<file path="src/hw/rtl/pbp_pkg.sv">
// Package for the perceptron branch predictor: sizes, row layout, queue item types.
// No dependencies; used by pbp_front, pbp_back and perceptron_branch_predictor.
`default_nettype none
package pbp_pkg;
   localparam int HIST_LEN   = 28;
   localparam int TABLE_ROWS = 512;
   localparam int ROW_W      = $clog2(TABLE_ROWS);
   localparam int ROW_LEN    = HIST_LEN + 1;
   localparam int WGT_W      = 8;
   localparam int ROW_BITS   = ROW_LEN * WGT_W;
   localparam int SUM_W      = 13;
   localparam int THR_W      = 12;
   localparam int NUM_GRP    = (ROW_LEN + 7) / 8;
   localparam logic [THR_W-1:0] THR_RESET = THR_W'(68);
   localparam logic signed [WGT_W-1:0] W_MIN = -8'sd128;
   localparam logic signed [WGT_W-1:0] W_MAX = 8'sd127;
   localparam logic OP_PREDICT = 1'b0;
   localparam logic OP_TRAIN   = 1'b1;

   typedef struct packed {
      logic             opcode;
      logic [ROW_W-1:0] row;
      logic             outcome;
   } item_type;

   typedef struct packed {
      logic     valid;
      item_type item;
   } q_head_type;
endpackage
`default_nettype wire

</file>
<file path="src/hw/rtl/pbp_front.sv">
// Front end: accepts transactions and holds them in a two-entry queue.
// Depends on pbp_pkg.
`default_nettype none
module pbp_front (
   input  wire                  clock,
   input  wire                  reset,
   input  wire                  push,
   input  wire                  req_opcode,
   input  wire [31:0]           req_branch_address,
   input  wire                  req_branch_outcome,
   input  wire                  pop,
   output logic                 full,
   output pbp_pkg::q_head_type  head
);
   pbp_pkg::item_type q_ff [2];
   logic       wp_ff, rp_ff, wp_in, rp_in;
   logic [1:0] cnt_ff, cnt_in;
   logic       do_pop;

   assign full   = (cnt_ff == 2'd2);
   assign do_pop = pop && (cnt_ff != 2'd0);
   assign head.valid = (cnt_ff != 2'd0);
   assign head.item  = q_ff[rp_ff];

   always_comb begin
      wp_in  = push ? ~wp_ff : wp_ff;
      rp_in  = do_pop ? ~rp_ff : rp_ff;
      cnt_in = cnt_ff + {1'b0, push} - {1'b0, do_pop};
   end

   always_ff @(posedge clock) begin
      if (reset) begin
         wp_ff  <= 1'b0;
         rp_ff  <= 1'b0;
         cnt_ff <= 2'd0;
      end else begin
         wp_ff  <= wp_in;
         rp_ff  <= rp_in;
         cnt_ff <= cnt_in;
      end
   end

   // row is the address modulo the table size
   always_ff @(posedge clock) begin
      if (push) begin
         q_ff[wp_ff].opcode  <= req_opcode;
         q_ff[wp_ff].row     <= req_branch_address[pbp_pkg::ROW_W-1:0];
         q_ff[wp_ff].outcome <= req_branch_outcome;
      end
   end
endmodule
`default_nettype wire

</file>
<file path="config.mk">
export PLATFORM = sky130hd
export DESIGN_NAME = pbp_front
export DESIGN_NICKNAME = d
export VERILOG_FILES = /design/src/hw/rtl/pbp_pkg.sv /design/src/hw/rtl/pbp_front.sv
export SDC_FILE = /design/constraint.sdc
export NUM_CORES = 1
export LEC_CHECK = 0
export BUFFER_PORTS_ARGS = -buffer_cell sky130_fd_sc_hd__buf_2
export CORE_MARGIN = 4
export CORE_UTILIZATION = 44
export DETAILED_ROUTE_END_ITERATION = 10
export GPL_ROUTABILITY_DRIVEN = 0
export PLACE_DENSITY = 0.77
export SYNTH_ARGS = -nofsm -noshare
export SYNTH_HDL_FRONTEND = slang
export SYNTH_SLANG_ARGS = --single-unit
</file>
<file path="constraint.sdc">
create_clock -name clock -period 1.6 [get_ports clock]
set_input_delay 0.4 -clock clock [delete_from_list [all_inputs] [get_ports clock]]
set_output_delay 0.4 -clock clock [all_outputs]
set_load 0.02 [all_outputs]
</file>
======== Yosys cells after proc, flatten, opt, wreduce, memory -nomap -nowiden ========
Memory sizes are Yosys's and may differ from the RTL's. A register that Yosys moved wholly into a read port is not among the register bits.
Index checks and enable logic that the tools add are counted.
word-level totals
  word-level logic and storage cells ...... 15
  bits of input ports ..................... 38
  output and inout bits ................... 13
  bits in writable memories ............... 22
  bits in registers ....................... 4
  bits in read-only memories .............. 0
  memories ................................ 1
  latch bits .............................. 0
operators by class
  reductions and logical operators ........ 2
  multipliers ............................. 0
  magnitude comparators ................... 0
  shift operators ......................... 0
  add/sub/neg operators ................... 2
  equal/unequal tests ..................... 1
  bitwise operators ....................... 2
  mux-type cells .......................... 4
  div/mod/pow operators ................... 0
memories
  name  words  bits a word  read ports  clocked after Yosys merged registers in  write ports  RTL line         source
  q_ff  2      11           1           1                                        1            pbp_front.sv:15  pbp_pkg::item_type q_ff [2];
operator list
  cell                                   count
  two-way mux 1 bit                      4
  adder 2 x 1 -> 2 bit                   1
  == test 2 bit (second input constant)  1
  NOT 1 bit                              2
  nonzero test 2 bit                     1
  subtractor 2 x 1 -> 2 bit              1
  logical AND 1 bit                      1

======== Depth between registers and ports, before layout ========
  depth after elaboration ................. 4
  gate-level depth with buffers ........... 6
  depth with buffers taken out ............ 6

======== Least setup slack after synthesis ========
Ideal clock, no wire load.
  path kind ............................... input-to-reg
  start ................................... input port push
  end ..................................... memory q_ff[0][0] in the netlist's numbering, enable pin
  path slack .............................. 270 ps
  arrival time ............................ 951 ps
  stages .................................. 1
  buffers on the path ..................... 0
  data required time ...................... 1,220 ps
  cell sequence ........................... nor2b_1
between the ends
  word-level cells in the longest chain between the ends .. 2
ends and longest elaborated chain
  what                                     RTL line         source
  from (decl)                              pbp_front.sv:7   input wire push,
  two-way mux 1 bit                        pbp_front.sv:45  if (push) begin
  two-way mux 1 bit (not written as such)  pbp_front.sv:48  q_ff[wp_ff].outcome <= req_branch_outcome;
  to (decl)                                pbp_front.sv:15
No other way between the ends.

==> flow_summary.yaml <==
synthesis:
  synth_xor_area_share_pct: 3.030
  ys_types: 13
  yosys_warnings: 0
  avgSynthCellArea_um2: 18.11
  ys_seq_area_share_pct: 73.70
  synthMuxAreaShare_pct: 14.18
  ys_ff_latch: 27
  synth_area_mm2: 0.001032
  synth-simple-area-share_pct: 4.727
  postSynthCellCount: 57
  synth-compound-area-share_pct: 0.7273
  synth_top_family_by_area: "multiplexers"
  synth_adder_area_share_pct: 2.424
  syn_nets: 97
cells_and_area:
  final_cell_mix: "22 x edfxtp_1, 16 x buf_2, 11 x mux2_4, 11 x buf_6"
  drive_gt1_share_pct: 53.85
  antenna_cells: 0
  fin_nets: 132
  finish.utilization_pct: 63.29
  layout_commonest_cell: "edfxtp_1"
  area_delta_synth_final_pct: 35.64
setup_path:
  critical-path-max-stage-delay_ns: 0.41
  cp.required_ns: 1.20
  path_class: "register to primary output"
  crit_path_start_kind: "register"
  crit_chain: "buf_12 > mux2_4 > buf_6"
  worst-path-max-fanout: 6
  cp_data_arrival_time_ns: 1.28
  worst_setup_path_end_kind: "primary output"
  cp_slowest_cell: "dfxtp_4"
global_route:
  antenna_found_initial: 0
  grt_pass1_vias: 617
  grt-ovfl-total: 0
  grt_max_degree: 15
  grt_first_pass_wirelength_mm: 2.835
  grt_use_total_pct: 11.87
outcome:
  violations: "negative setup slack"
  status: "complete, but fails checks"
clocking:
  cts_root_buf: "clkbuf_4"
  cts.clk_slew.worst_paths_ns: 0.13
  cts_max_path_buffers: 2
  cts_tree: "built"
  clock_latency_ns: 0.31
  postCtsSetupBuffers: 0
  numCtsBuffers: 3
  cts_htree_levels: 1
  clock-sinks: 27
sta:
  slew_viol_final: 0
  fin_hold_ws_ns: 0.2691
  fmax_mhz: 595.6
  slew_headroom_pct: 89.39
  min_period_ns: 1.679
  hold_violations: 0
  setup_ws_ns: -0.07888
  rsz0062_at_grt: "true"
  fin_crit_sh_pct: 104.9
  tightest_slew_ns: 0.1592
  setup_viol: 11
  fin_skew_ns: 0.002139
drt:
  detail-route-antenna-nets: 0
  drc_errors: 0
  vias_per_cell: 4.782
  drtIter0Drc: 5
  drtPass1Iterations: 4
  drt-total-wl_mm: 1.630
  drt-wirelength-per-cell_um: 13.70
  num_vias: 569
pwr:
  vdd_ir_drop_max_mv: 0.9294
  powerDensity_mw_per_mm2: 1375
  power_mw: 1.925
  power_leakage_nw: 0.5784
floorplanning:
  ios: 51
  die-area_mm2: 0.003185
  core_mm2: 0.002212
  die_w_um: 56.44
  rows: 17
  start_util_pct: 46.66
  die-height_um: 56.44
hold_path:
  hp-class: "primary input to register"
job:
  cap_violations: 0
placement:
  hpwl_mm: 1.160
  port-buffer-count: 27
layer usage:
| layer | vias to the layer above | wire length [um] | track usage [%] |
|---|---|---|---|
| met4 | 0 | 26 | 5.085 |
| met5 | - | 0 | 0 |
| met1 | 266 | 683 | 12.95 |
| met2 | 20 | 818 | 20.96 |
| met3 | 4 | 102 | 3.678 |
| li1 | 279 | - | - |
Yosys cell counts:
library cell	number	area share, %
buf_2	1	0.48
edfxtp_1	22	64
xnor3_1	1	2.2
or2_2	1	0.61
inv_1	2	0.73
and2_1	1	0.61
nor2b_1	4	2.4
xnor2_1	1	0.85
o21a_1	1	0.73
nor2_1	3	1.1
dfxtp_1	5	9.7
mux2_2	13	14
ha_1	2	2.4
kinds of logic (layout without fill, tap and decap cells):
family,after synthesis,after routing
flops,27,27
mux,13,13
simple gates,9,9
buf+inv,3,37
fa+ha+maj,2,2
xor+xnor,2,2
compound gates,1,1
worst max-delay path, delay by kind of cell (launching register included):
kind,cells,cell delay (ns)
buffers and inverters,2,0.26
DFF,1,0.41
muxes,1,0.30
where the power goes:
group,total (mW),switching (mW),internal (mW),leakage [nW]
combinational,0.755,0.309,0.446,0.315
sequential,0.898,0.0526,0.846,0.249
clock,0.272,0.175,0.0973,0.0150
stage by stage:
stage	setup TNS [ns]	setup slack [ns]	instances	instance area, um^2
detailed placement	0	0.1316	114	1232
global placement	0	0.1501	114	1232
finish	-0.7889	-0.07888	119	1400
CTS	-0.9206	-0.09061	119	1400
floorplan	0	0.2698	57	1032
global route	-1.309	-0.1255	119	1400
path summary, 6_finish.rpt:
kind                                       startpoint    endpoint  slack (ns)  depth (start not counted)
worst max-delay path                         register     head[6]       -0.08                          3
worst min-delay path            req_branch_address[7]  q_ff[1][8]        0.27                          1
worst max register to register              cnt_ff[1]   cnt_ff[1]        0.19                          6
worst min register to register                  wp_ff       wp_ff        0.56                          2
flip-flops by register name, summed over array words and instances (netlist names), named ones only:
signal and flops:
q_ff 22, cnt_ff 2, rp_ff 1, wp_ff 1
layout make-up:
| type | instances | area (um^2) |
|---|---|---|
| Inverter | 2 | 7.507 |
| Tap cell | 28 | 35.03 |
| Clock buffer | 4 | 26.28 |
| Multi-Input combinational cell | 27 | 300.3 |
| Fill cell | 170 | 812.0 |
| Timing Repair Buffer | 31 | 266.5 |
| Sequential cell | 27 | 764.5 |
timing repair:
item	CTS	global route
gates cloned	1	0
setup endpoints to repair	11	11
resized for setup	36	0
hold buffers	0	0
Power figures use the tool's default switching activity.
